**src/hw/rtl/ptq_pkg.sv**
```systemverilog
// ----------------------------------------------------------------------------
// ptq_pkg
// Shared constants, types and helpers of the periodic timer queue.
// ----------------------------------------------------------------------------
package ptq_pkg;

  localparam int NUM_SLOTS = 16;
  localparam int SLOT_W    = (NUM_SLOTS > 1) ? $clog2(NUM_SLOTS) : 1;
  localparam int TIME_BITS = 48;
  localparam int STAMP_W   = 16;
  localparam int CNT_W     = 5;

  localparam logic [1:0] OP_START = 2'd0;
  localparam logic [1:0] OP_STOP  = 2'd1;
  localparam logic [1:0] OP_TICK  = 2'd2;

  typedef enum logic [1:0] {
    K_START,
    K_STOP,
    K_TICK
  } kind_e;

  typedef struct packed {
    kind_e                 kind;
    logic [SLOT_W-1:0]     slot;
    logic [31:0]           delay;
    logic [31:0]           period;
    logic [7:0]            owner;
    logic [7:0]            trigger;
    logic [TIME_BITS-1:0]  now;
  } cmd_t;

  typedef struct packed {
    logic             valid;
    logic             fired;
    logic [7:0]       owner;
    logic [7:0]       trigger;
    logic [CNT_W-1:0] count;
    logic             last;
  } result_t;

  // Saturating add of a time and a 32-bit interval
  function automatic logic [TIME_BITS-1:0] sat_add(input logic [TIME_BITS-1:0] a,
                                                   input logic [31:0] b);
    logic [TIME_BITS:0] s;
    s = {1'b0, a} + (TIME_BITS+1)'(b);
    return s[TIME_BITS] ? {TIME_BITS{1'b1}} : s[TIME_BITS-1:0];
  endfunction

endpackage

```
**src/hw/rtl/ptq_front.sv**
```systemverilog
// ----------------------------------------------------------------------------
// ptq_front
// Accepts items, drops meaningless ones and queues commands for the engine.
// ----------------------------------------------------------------------------
module ptq_front import ptq_pkg::*; (
  input  logic        clk_i,
  input  logic        rst_ni,
  input  logic        in_valid_i,
  output logic        in_ready_o,
  input  logic [1:0]  op_i,
  input  logic [3:0]  slot_i,
  input  logic [31:0] delay_ms_i,
  input  logic [31:0] period_ms_i,
  input  logic [7:0]  owner_id_i,
  input  logic [7:0]  trigger_bits_i,
  input  logic [47:0] now_ms_i,
  output logic        cmd_valid_o,
  output cmd_t        cmd_o,
  input  logic        cmd_pop_i
);

  cmd_t       fifo_q [2];
  logic       wr_q, rd_q;
  logic [1:0] cnt_q;
  logic       keep, enq;
  cmd_t       cmd_in;

  // Classify the incoming item
  always_comb begin
    keep = 1'b0;
    cmd_in.kind    = K_TICK;
    cmd_in.slot    = SLOT_W'(slot_i);
    cmd_in.delay   = delay_ms_i;
    cmd_in.period  = period_ms_i;
    cmd_in.owner   = owner_id_i;
    cmd_in.trigger = trigger_bits_i;
    cmd_in.now     = TIME_BITS'(now_ms_i);
    case (op_i)
      OP_START: begin
        cmd_in.kind = K_START;
        keep = 32'(slot_i) < 32'(NUM_SLOTS);
      end
      OP_STOP: begin
        cmd_in.kind = K_STOP;
        keep = 32'(slot_i) < 32'(NUM_SLOTS);
      end
      OP_TICK: keep = 1'b1;
      default: keep = 1'b0;
    endcase
  end

  assign in_ready_o  = (cnt_q != 2'd2);
  assign enq         = in_valid_i && in_ready_o && keep;
  assign cmd_valid_o = (cnt_q != 2'd0);
  assign cmd_o       = fifo_q[rd_q];

  // Hold queued commands
  always_ff @(posedge clk_i) begin
    if (enq) fifo_q[wr_q] <= cmd_in;
  end

  // Advance queue pointers
  always_ff @(posedge clk_i or negedge rst_ni) begin
    if (!rst_ni) begin
      wr_q  <= 1'b0;
      rd_q  <= 1'b0;
      cnt_q <= 2'd0;
    end else begin
      if (enq) wr_q <= ~wr_q;
      if (cmd_pop_i) rd_q <= ~rd_q;
      cnt_q <= cnt_q + 2'(enq) - 2'(cmd_pop_i);
    end
  end

endmodule

```
**src/hw/rtl/ptq_core.sv**
```systemverilog
// ----------------------------------------------------------------------------
// ptq_core
// Slot table and sequencer: arms, clears and fires timers in due order.
// ----------------------------------------------------------------------------
module ptq_core import ptq_pkg::*; (
  input  logic    clk_i,
  input  logic    rst_ni,
  input  logic    cmd_valid_i,
  input  cmd_t    cmd_i,
  output logic    cmd_pop_o,
  input  logic    emit_ok_i,
  output result_t emit_o
);

  typedef enum logic [2:0] {S_IDLE, S_MARK, S_SCAN, S_FIRE, S_CLOSE} state_e;

  state_e               state_q;
  logic [NUM_SLOTS-1:0] active_q, pending_q;
  logic [TIME_BITS-1:0] due_q   [NUM_SLOTS];
  logic [31:0]          per_q   [NUM_SLOTS];
  logic [7:0]           own_q   [NUM_SLOTS];
  logic [7:0]           trg_q   [NUM_SLOTS];
  logic [STAMP_W-1:0]   arm_q   [NUM_SLOTS];
  logic [STAMP_W-1:0]   stamp_q;
  logic [TIME_BITS-1:0] now_q;
  logic [SLOT_W-1:0]    idx_q, best_idx_q;
  logic                 have_best_q;
  logic [TIME_BITS-1:0] best_due_q;
  logic [STAMP_W-1:0]   best_age_q;
  logic [31:0]          best_per_q;
  logic [7:0]           best_own_q, best_trg_q;
  logic [CNT_W-1:0]     count_q;

  logic                 wr_en, clr_en;
  logic [SLOT_W-1:0]    wr_idx;
  logic [TIME_BITS-1:0] wr_due;
  logic [31:0]          wr_per;
  logic [7:0]           wr_own, wr_trg;
  logic [TIME_BITS-1:0] cand_due;
  logic [STAMP_W-1:0]   cand_age;
  logic                 take, scan_end;

  // Compare the scanned slot against the best so far
  assign cand_due = due_q[idx_q];
  assign cand_age = stamp_q - arm_q[idx_q];
  assign take     = pending_q[idx_q] && (!have_best_q || cand_due < best_due_q ||
                    (cand_due == best_due_q && cand_age > best_age_q));
  assign scan_end = (32'(idx_q) == NUM_SLOTS - 1);

  // Decode the work of this cycle
  always_comb begin
    cmd_pop_o = 1'b0;
    emit_o    = '0;
    wr_en     = 1'b0;
    clr_en    = 1'b0;
    wr_idx    = cmd_i.slot;
    wr_due    = sat_add(cmd_i.now, cmd_i.delay);
    wr_per    = cmd_i.period;
    wr_own    = cmd_i.owner;
    wr_trg    = cmd_i.trigger;
    case (state_q)
      S_IDLE: begin
        if (cmd_valid_i) begin
          case (cmd_i.kind)
            K_STOP: begin
              cmd_pop_o = 1'b1;
              clr_en    = 1'b1;
            end
            K_START: begin
              if (cmd_i.delay != 32'd0) begin
                cmd_pop_o = 1'b1;
                wr_en     = 1'b1;
              end else if (emit_ok_i) begin
                cmd_pop_o      = 1'b1;
                emit_o.valid   = 1'b1;
                emit_o.fired   = 1'b1;
                emit_o.owner   = cmd_i.owner;
                emit_o.trigger = cmd_i.trigger;
                emit_o.last    = 1'b1;
                wr_due         = sat_add(cmd_i.now, cmd_i.period);
                wr_en          = (cmd_i.period != 32'd0);
                clr_en         = (cmd_i.period == 32'd0);
              end
            end
            default: cmd_pop_o = 1'b1;
          endcase
        end
      end
      S_FIRE: begin
        wr_idx = best_idx_q;
        wr_due = sat_add(best_due_q, best_per_q);
        wr_per = best_per_q;
        wr_own = best_own_q;
        wr_trg = best_trg_q;
        if (emit_ok_i) begin
          emit_o.valid   = 1'b1;
          emit_o.fired   = 1'b1;
          emit_o.owner   = best_own_q;
          emit_o.trigger = best_trg_q;
          wr_en          = (best_per_q != 32'd0);
          clr_en         = (best_per_q == 32'd0);
        end
      end
      S_CLOSE: begin
        if (emit_ok_i) begin
          emit_o.valid = 1'b1;
          emit_o.count = count_q;
          emit_o.last  = 1'b1;
        end
      end
      default: ;
    endcase
  end

  // Write slot payload
  always_ff @(posedge clk_i) begin
    if (wr_en) begin
      due_q[wr_idx] <= wr_due;
      per_q[wr_idx] <= wr_per;
      own_q[wr_idx] <= wr_own;
      trg_q[wr_idx] <= wr_trg;
      arm_q[wr_idx] <= stamp_q;
    end
  end

  // Sequence the commands
  always_ff @(posedge clk_i or negedge rst_ni) begin
    if (!rst_ni) begin
      state_q     <= S_IDLE;
      active_q    <= '0;
      pending_q   <= '0;
      stamp_q     <= '0;
      now_q       <= '0;
      idx_q       <= '0;
      best_idx_q  <= '0;
      have_best_q <= 1'b0;
      best_due_q  <= '0;
      best_age_q  <= '0;
      best_per_q  <= '0;
      best_own_q  <= '0;
      best_trg_q  <= '0;
      count_q     <= '0;
    end else begin
      if (wr_en) begin
        active_q[wr_idx] <= 1'b1;
        stamp_q          <= stamp_q + 1'b1;
      end
      if (clr_en) active_q[wr_idx] <= 1'b0;
      case (state_q)
        S_IDLE: begin
          if (cmd_pop_o && cmd_i.kind == K_TICK) begin
            now_q   <= cmd_i.now;
            count_q <= '0;
            state_q <= S_MARK;
          end
        end
        S_MARK: begin
          for (int i = 0; i < NUM_SLOTS; i++) begin
            pending_q[i] <= active_q[i] && (due_q[i] <= now_q);
          end
          idx_q       <= '0;
          have_best_q <= 1'b0;
          state_q     <= S_SCAN;
        end
        S_SCAN: begin
          if (take) begin
            have_best_q <= 1'b1;
            best_idx_q  <= idx_q;
            best_due_q  <= cand_due;
            best_age_q  <= cand_age;
            best_per_q  <= per_q[idx_q];
            best_own_q  <= own_q[idx_q];
            best_trg_q  <= trg_q[idx_q];
          end
          if (scan_end) begin
            idx_q   <= '0;
            state_q <= (have_best_q || take) ? S_FIRE : S_CLOSE;
          end else begin
            idx_q <= idx_q + 1'b1;
          end
        end
        S_FIRE: begin
          if (emit_ok_i) begin
            pending_q[best_idx_q] <= 1'b0;
            count_q               <= count_q + 1'b1;
            have_best_q           <= 1'b0;
            idx_q                 <= '0;
            state_q               <= S_SCAN;
          end
        end
        S_CLOSE: begin
          if (emit_ok_i) state_q <= S_IDLE;
        end
        default: state_q <= S_IDLE;
      endcase
    end
  end

endmodule

```
**src/hw/rtl/periodic_timer_queue.sv**
```systemverilog
// ----------------------------------------------------------------------------
// periodic_timer_queue
// Table of one-shot and periodic timer slots with in-order tick firing.
// ----------------------------------------------------------------------------
// Start and stop items are handled by the engine as they are dequeued; a two-entry
// command queue in front lets items arrive while a tick is being worked off.
// A tick latches the time and marks due slots, then makes one full pass over
// all 16 slots (one slot compare per cycle) and fires the earliest due slot;
// pass and firing repeat until one more pass finds nothing left, and a
// closing result follows. Firing and closing wait while results stall.
// Results leave through a one-entry output register.
module periodic_timer_queue import ptq_pkg::*; (
  input  logic        clk_i,
  input  logic        rst_ni,
  input  logic        in_valid_i,
  output logic        in_ready_o,
  input  logic [1:0]  op_i,
  input  logic [3:0]  slot_i,
  input  logic [31:0] delay_ms_i,
  input  logic [31:0] period_ms_i,
  input  logic [7:0]  owner_id_i,
  input  logic [7:0]  trigger_bits_i,
  input  logic [47:0] now_ms_i,
  output logic        out_valid_o,
  input  logic        out_ready_i,
  output logic        fired_o,
  output logic [7:0]  fired_owner_o,
  output logic [7:0]  fired_trigger_o,
  output logic [4:0]  fired_count_o,
  output logic        last_o
);

  logic    cmd_valid, cmd_pop, emit_ok;
  cmd_t    cmd;
  result_t emit;
  result_t out_q;

  ptq_front u_front (
    .clk_i, .rst_ni, .in_valid_i, .in_ready_o, .op_i, .slot_i, .delay_ms_i,
    .period_ms_i, .owner_id_i, .trigger_bits_i, .now_ms_i,
    .cmd_valid_o(cmd_valid), .cmd_o(cmd), .cmd_pop_i(cmd_pop)
  );

  ptq_core u_core (
    .clk_i, .rst_ni, .cmd_valid_i(cmd_valid), .cmd_i(cmd), .cmd_pop_o(cmd_pop),
    .emit_ok_i(emit_ok), .emit_o(emit)
  );

  assign emit_ok = !out_q.valid || out_ready_i;

  // Hold the result until taken
  always_ff @(posedge clk_i or negedge rst_ni) begin
    if (!rst_ni) begin
      out_q <= '0;
    end else if (emit_ok) begin
      out_q <= emit;
    end
  end

  assign out_valid_o     = out_q.valid;
  assign fired_o         = out_q.fired;
  assign fired_owner_o   = out_q.owner;
  assign fired_trigger_o = out_q.trigger;
  assign fired_count_o   = out_q.count;
  assign last_o          = out_q.last;

endmodule
```
**config.mk**
```make
export PLATFORM = sky130hd
export DESIGN_NAME = periodic_timer_queue
export DESIGN_NICKNAME = d
export VERILOG_FILES = /design/src/hw/rtl/ptq_pkg.sv /design/src/hw/rtl/ptq_front.sv /design/src/hw/rtl/ptq_core.sv /design/src/hw/rtl/periodic_timer_queue.sv
export SDC_FILE = /design/constraint.sdc
export NUM_CORES = 2
export LEC_CHECK = 0
export BUFFER_PORTS_ARGS = -buffer_cell sky130_fd_sc_hd__buf_4
export CORE_UTILIZATION = 69
export DETAILED_ROUTE_END_ITERATION = 6
export PLACE_DENSITY = 0.86
export SETUP_SLACK_MARGIN = 0.05
export SYNTH_ARGS = -nofsm -noshare
export SYNTH_HDL_FRONTEND = slang
export SYNTH_SLANG_ARGS = --single-unit
```
**constraint.sdc**
```tcl
create_clock -name clk_i -period 22.1 [get_ports clk_i]
set_clock_uncertainty 0.2 [all_clocks]
set_input_delay 3.315 -clock clk_i [delete_from_list [all_inputs] [get_ports clk_i]]
set_output_delay 3.315 -clock clk_i [all_outputs]
set_load 0.02 [all_outputs]
```
After elaboration in Yosys (flattened, before gate mapping)
Memory sizes are Yosys's and may differ from the RTL's. A register that Yosys moved wholly into a read port is not among the register bits.
Index checks and enable logic that the tools add are counted.
{"block": "totals", "reg_bits": 205, "ramBits": 2060, "in_bits": 138, "out_inout_bits": 25, "elab_cells": 204, "mem_count": 6}
{"memory": "u_core.due_q", "depth": 16, "width": 48, "rd": 17, "rd_clocked_by_memory_dff": 0, "wr": 1, "line": "ptq_core.sv:19", "rtl": "logic [TIME_BITS-1:0] due_q [NUM_SLOTS];"}
{"memory": "u_core.per_q", "depth": 16, "width": 32, "rd": 1, "rd_clocked_by_memory_dff": 1, "wr": 1, "line": "ptq_core.sv:20", "rtl": "logic [31:0] per_q [NUM_SLOTS];"}
{"memory": "u_front.fifo_q", "depth": 2, "width": 134, "rd": 1, "rd_clocked_by_memory_dff": 0, "wr": 1, "line": "ptq_front.sv:22", "rtl": "cmd_t fifo_q [2];"}
{"memory": "u_core.arm_q", "depth": 16, "width": 16, "rd": 1, "rd_clocked_by_memory_dff": 0, "wr": 1, "line": "ptq_core.sv:23", "rtl": "logic [STAMP_W-1:0] arm_q [NUM_SLOTS];"}
{"memory": "u_core.own_q", "depth": 16, "width": 8, "rd": 1, "rd_clocked_by_memory_dff": 1, "wr": 1, "line": "ptq_core.sv:21", "rtl": "logic [7:0] own_q [NUM_SLOTS];"}
{"memory": "u_core.trg_q", "depth": 16, "width": 8, "rd": 1, "rd_clocked_by_memory_dff": 1, "wr": 1, "line": "ptq_core.sv:22", "rtl": "logic [7:0] trg_q [NUM_SLOTS];"}
{"block": "op_classes", "add_sub_neg": 9, "order_cmp": 23, "n_eq_ne": 16, "muxes": 70, "bitwise": 7, "n_reduce_logical": 53}
{"cell": "$le 48x48->1", "count": 16}
{"cell": "$mux 48", "count": 7}
{"cell": "$add 48x32->49", "count": 3}
{"cell": "$pmux 48 s2", "count": 1}
{"cell": "$reduce_bool 32->1", "count": 3}
{"cell": "$logic_not 32->1", "count": 2}
{"cell": "$mux 18", "count": 3}
{"cell": "$eq 48x48->1", "count": 1}
{"cell": "$lt 48x48->1", "count": 1}
{"cell": "$mux 16", "count": 3}
{"cell": "$pmux 17 s2", "count": 1}
{"cell": "$and 16x16->16", "count": 2}
{"cell": "$mux 32", "count": 1}
{"cell": "$not 16->16", "count": 2}
{"cell": "$pmux 16 s2", "count": 1}
{"cell": "$mux 1", "count": 27}
{"cell": "$logic_and 1x1->1", "count": 23}
{"cell": "$add 16x1->16 const B", "count": 1}
{"cell": "$gt 16x16->1", "count": 1}
{"cell": "$mux 8", "count": 2}
{"cell": "$or 16x16->16", "count": 1}
{"cell": "$sub 16x16->16", "count": 1}
{"cell": "$lt 4x5->1 const B", "count": 3}
{"cell": "$mux 3", "count": 5}
{"cell": "other kinds (35)", "count": 67}

Longest topological paths before layout
{"block": "logic_depth", "word_depth": 10, "depth_mapped": 28, "ltp_nobuf": 21}

Modules after synthesis
From an unflattened synthesis, not the netlist that was laid out.
{"block": "hier_totals", "cells_unflattened": 7357, "hier_area_um2": 114436.0}
{"module": "ptq_core", "n_inst": 1, "cells_each": 6867, "area_each_um2": 103382.9, "seq_area_each_um2": 59442.0}
{"module": "ptq_front", "n_inst": 1, "cells_each": 438, "area_each_um2": 10072.2, "seq_area_each_um2": 8147.8}
{"module": "periodic_timer_queue", "n_inst": 1, "cells_each": 52, "area_each_um2": 980.9, "seq_area_each_um2": 600.6}

Least setup slack after synthesis
Ideal clock, no wire load.
{"block": "synth_path", "path_kind": "input port to flip-flop", "from": "in op_i[0]", "to": "mem u_front.fifo_q[0][0] (netlist bit) (enable)", "setup_ns": 0.630, "t_arrival_ns": 9.078, "required_time_ns": 21.270, "slack_ns": 12.192, "path_stages": 3, "n_path_buf": 0, "path_cell_list": "nand2_1 nand3_1 nor2_1"}
{"block": "synth_between", "elab_chain_cells": 6, "word_cells_on_any_way": 8, "classes_between": "2 x eq/ne; 3 x mux; 3 x reduce/logical"}
{"element": "start, declared", "line": "periodic_timer_queue.sv:17", "rtl": "input logic [1:0] op_i,"}
{"element": "$eq 2x1->1, or another cell as far along", "line": "ptq_front.sv:38", "rtl": "case (op_i)"}
{"element": "$reduce_or 3->1 (no source line) *"}
{"element": "$mux 1 *", "line": "ptq_front.sv:38"}
{"element": "$logic_and 1x1->1 *", "line": "ptq_front.sv:53", "rtl": "assign enq = in_valid_i && in_ready_o && keep;"}
{"element": "$mux 1 *", "line": "ptq_front.sv:59", "rtl": "if (enq) fifo_q[wr_q] <= cmd_in;"}
{"element": "$mux 1 (implied by the code) *", "line": "ptq_front.sv:59"}
{"element": "end, declared", "line": "ptq_front.sv:22"}
Mark *: on every way between the ends. The rest lies on a longest branch, timed or not.

Worst setup path after layout
{"block": "layout_path", "from": "reg u_core.idx_q[0]", "to": "reg u_core.best_per_q[17] (read register of u_core.per_q)"}
{"block": "layout_between", "elab_chain_cells": 7, "word_cells_on_any_way": 13, "classes_between": "1 x add/sub; 2 x order compare; 1 x eq/ne; 2 x mux; 5 x reduce/logical; 2 x memory"}
{"element": "start, declared", "line": "ptq_core.sv:26", "rtl": "logic [SLOT_W-1:0] idx_q, best_idx_q;"}
{"element": "start signal, assigned", "line": "ptq_core.sv:179", "rtl": "idx_q <= idx_q + 1'b1;"}
{"element": "$mem_v2 16x16"}
{"element": "$sub 16x16->16", "line": "ptq_core.sv:45", "rtl": "assign cand_age = stamp_q - arm_q[idx_q];"}
{"element": "net u_core.cand_age[14]", "line": "ptq_core.sv:40", "rtl": "logic [STAMP_W-1:0] cand_age;"}
{"element": "$gt 16x16->1", "line": "ptq_core.sv:47", "rtl": "(cand_due == best_due_q && cand_age > best_age_q));"}
{"element": "$logic_and 1x1->1", "line": "ptq_core.sv:47"}
{"element": "$logic_or 1x1->1", "line": "ptq_core.sv:46", "rtl": "assign take = pending_q[idx_q] && (!have_best_q || cand_due < best_due_q ||"}
{"element": "$logic_and 1x1->1", "line": "ptq_core.sv:46"}
{"element": "$reduce_and 2->1 (no source line)"}
{"element": "end, declared", "line": "ptq_core.sv:30", "rtl": "logic [31:0] best_per_q;"}
The timed path passes the listed nets, and every way through them passes these cells. The select of a mux whose other input is x is not followed.
A chain may end at the register's enable or synchronous reset.

==> flow_metrics.tcl <==
set metrics [dict create \
    drtAntennaViolNets 0 \
    cp.required_ns 22.65 \
    final_util_pct 76.5 \
    io_buffers 162 \
    drive_gt1_share_pct 18.0 \
    wire_per_inst_um 37.7 \
    die_x_um 409 \
    final_net_count 8676 \
    synth_fp_nets 8405 \
    synth_seq_area_share_pct 59.7 \
    cpMostUsedCell "buf_4" \
    fillers 9089 \
    synth_seq_cells 2313 \
    slew_headroom_pct 0.855 \
    min_period_ns 10.36 \
    path_class "register to register" \
    cp_num_buf_inv 7 \
    syn_area_sq_um 114000 \
    failed_checks "DRC, capacitance limit" \
    final_cell_mix "edfxtp_1, ha_1, mux4_2" \
    setup_viol 0 \
    place_area_sq_um 119000 \
    end_kind "register" \
    max_slew.worst_pin.slew_ns 1.48 \
    slowest_delay_ns 0.95 \
    p_total_uw 19500 \
    crit_path_start_kind "register" \
    ir_worst_vdd_mv 0.170 \
    avgSynthCellArea_sq_um 15.6 \
    syn_to_final_growth_pct 10.3 \
    rsz0062_at_grt "false" \
    worst_hold_path_type "register to register" \
    holdBufCountCts 0 \
    grt_pass1_wl_um 533000 \
    multi_input_area_sq_um 44500 \
    synth_edf_count 2060 \
    r2r_setup_slack_ns 11.74 \
    start_util_pct 69.4 \
    clockRootBuffer "clkbuf_16" \
    grt_overflow 0 \
    fmax_mhz 96.5 \
    grt_max_degree 116 \
    htreeDepth 4 \
    antenna_found_initial 33 \
    synthFlopType "edfxtp_1" \
    final_common_cell "edfxtp_1" \
    dieArea_sq_um 167000 \
    vias 75300 \
    tns_ns 0 \
    powerDensity_nw_per_um2 155 \
    io_pins 163 \
    crit_chain "buf_4 -> buf_12 -> buf_4 -> mux4_2 -> mux4_2 -> inv_1 -> ha_1 -> a21o_1 -> a21oi_1 -> o21ai_0 -> a211oi_1 -> o21bai_1 -> a31o_2 -> a21oi_1 -> xnor2_1 -> ha_1 -> a21o_1 -> a221oi_1 -> buf_4 -> o41ai_1 -> o211ai_1 -> buf_4 -> buf_4 -> mux2_1" \
    critPathSlowestCell "buf_4" \
    ctsResizeCount 0 \
    coreArea_sq_um 165000 \
    slew_viol_final 0 \
    num_rows 149 \
    cts_setup_buffers 0 \
    status "complete, but fails checks" \
    synth_cell_types 89 \
    synthArstFlopShare_pct 10.9 \
    vias_per_cell 7.55 \
    drt-total-wl_um 376000 \
    grt_pass1_vias 75500 \
    fin_area_sq_um 126000 \
    worstPathArrival_ns 10.91 \
    dp.final_hpwl_um 244000 \
    gp_congestion 1.07 \
    route.detailed.drc 13 \
    track_usage_pct 45.0 \
    finalCritPeriodShare_pct 46.9 \
    dr.pass1.iters 7 \
    cts.sinks 2313 \
    maxCapViolCount 1 \
    p_leak_uw 0.0461 \
    syn_inst 7314 \
    clock_path_buffers 3 \
    critical-path-top-delay-family "buffers and inverters" \
    hold_violations 0 \
    numCtsBuffers 221 \
    yosysWarnings 0 \
    cts.clk_slew.worst_paths_ns 0.07 \
    cp_max_fo 115 \
    clk_latency_ns 0.91 \
    drt-initial-drc-count 11100 \
    die_h_um 409 \
    seq_area_sq_um 68200 \
    cts_tree "done" \
]
[cell type report]
| type | instances | share of cell area, % |
|---|---|---|
| tap | 2189 | 2.17 |
| clock inverter | 108 | 1.04 |
| sequential | 2313 | 54.1 |
| timing repair buffer | 302 | 1.88 |
| inverter | 206 | 0.613 |
| multi-input combinational | 4541 | 35.3 |
| antenna | 11 | 0.0218 |
| clock buffer | 303 | 4.87 |
[flip-flops by register name, indices dropped and copies added (netlist names), 2 cells and up]
| register | cells |
|---|---|
| u_core.pending_q | 16 |
| u_core.best_trg_q | 8 |
| fired_owner_o | 8 |
| u_core.due_q | 768 |
| u_front.fifo_q | 268 |
| u_core.now_q | 48 |
| u_core.trg_q | 128 |
| u_core.idx_q | 4 |
| fired_trigger_o | 8 |
| u_core.best_idx_q | 4 |
| u_core.best_own_q | 8 |
| u_core.count_q | 5 |
| u_core.stamp_q | 16 |
| u_front.cnt_q | 2 |
| u_core.state_q | 3 |
| u_core.best_age_q | 16 |
| u_core.best_per_q | 32 |
| u_core.active_q | 16 |
| fired_count_o | 5 |
| u_core.arm_q | 256 |
| u_core.own_q | 128 |
| u_core.best_due_q | 48 |
| u_core.per_q | 512 |
[worst min-delay path, cell delays in order (launching register included)]
cell and delay (ns):
dfrtp_1 0.34, nand2_1 0.05, o21ai_0 0.06
[logic make-up after synthesis]
logic type	Yosys count	synth area share [%]
flops	2313	59.7
compound gates	1369	7.63
simple gates	1210	5.51
fa+ha+maj	953	10.5
mux	870	14.1
buf+inv	460	1.62
xor+xnor	139	1.06
[routing by layer]
layer / global-route usage [%] / wire length [um]
met5: 0 / 227
met4: 30.5 / 30100
met3: 11.7 / 44500
met2: 70.7 / 176000
met1: 55.3 / 125000
[path summary, 6_finish.rpt]
check                                  from                     to  depth (start not counted)
setup / recovery            u_core.idx_q[0]  u_core.best_per_q[17]                         24
hold / removal             u_core.now_q[38]       u_core.now_q[38]                          2
setup reg to reg            u_core.idx_q[0]  u_core.best_per_q[17]                         24
hold reg to reg            u_core.now_q[38]       u_core.now_q[38]                          2
max in group asynchronous            rst_ni  u_core.best_due_q[16]                          4
min in group asynchronous            rst_ni       fired_owner_o[4]                          1
[metrics by stage]
stage | std cells | worst slack, ns | hold WS (ns)
after floorplan | 7314 | 12.19 | 0.250
after global placement | 9551 | 12.00 | 0.264
after detailed placement | 9551 | 11.87 | 0.271
after CTS | 9962 | 11.62 | 0.283
after global routing | 9963 | 11.16 | 0.303
final | 9973 | 11.74 | 0.284
[synthesized netlist by cell type (10+ instances only)]
| cell | n | area, sq um |
|---|---|---|
| a2111oi_0 | 13 | 114 |
| a211o_1 | 10 | 87.6 |
| a211oi_1 | 24 | 180 |
| a21o_1 | 302 | 2270 |
| a21oi_1 | 372 | 1860 |
| a221oi_1 | 17 | 149 |
| a2bb2oi_1 | 17 | 149 |
| a31oi_1 | 21 | 131 |
| and3_1 | 11 | 68.8 |
| buf_1 | 51 | 191 |
| buf_2 | 27 | 135 |
| clkbuf_1 | 166 | 623 |
| dfrtp_1 | 253 | 6330 |
| edfxtp_1 | 2060 | 61900 |
| ha_1 | 949 | 11900 |
| inv_1 | 205 | 769 |
| mux2_1 | 115 | 1290 |
| mux2_2 | 130 | 1460 |
| mux2i_1 | 59 | 591 |
| mux4_2 | 565 | 12700 |
| nand2_1 | 231 | 867 |
| nand2b_1 | 77 | 482 |
| nand3_1 | 83 | 415 |
| nand4_1 | 233 | 1460 |
| nor2_1 | 252 | 946 |
| nor2b_1 | 113 | 707 |
| nor3_1 | 59 | 295 |
| nor4_1 | 52 | 325 |
| o211ai_1 | 47 | 353 |
| o21a_1 | 78 | 586 |
| o21ai_0 | 304 | 1520 |
| o21ai_1 | 23 | 115 |
| o21bai_1 | 16 | 120 |
| o31ai_1 | 21 | 158 |
| or2_2 | 19 | 119 |
| or3_1 | 29 | 181 |
| or4_1 | 10 | 75.1 |
| xnor2_1 | 91 | 797 |
| xor2_1 | 48 | 420 |
[power breakdown]
group,switching [uW],total (uW),internal [uW]
clock network,1730,3980,2250
logic,5660,8840,3180
registers,543,6710,6160
total,7940,19500,11600
Note: power is estimated with default switching activity, not from simulation.
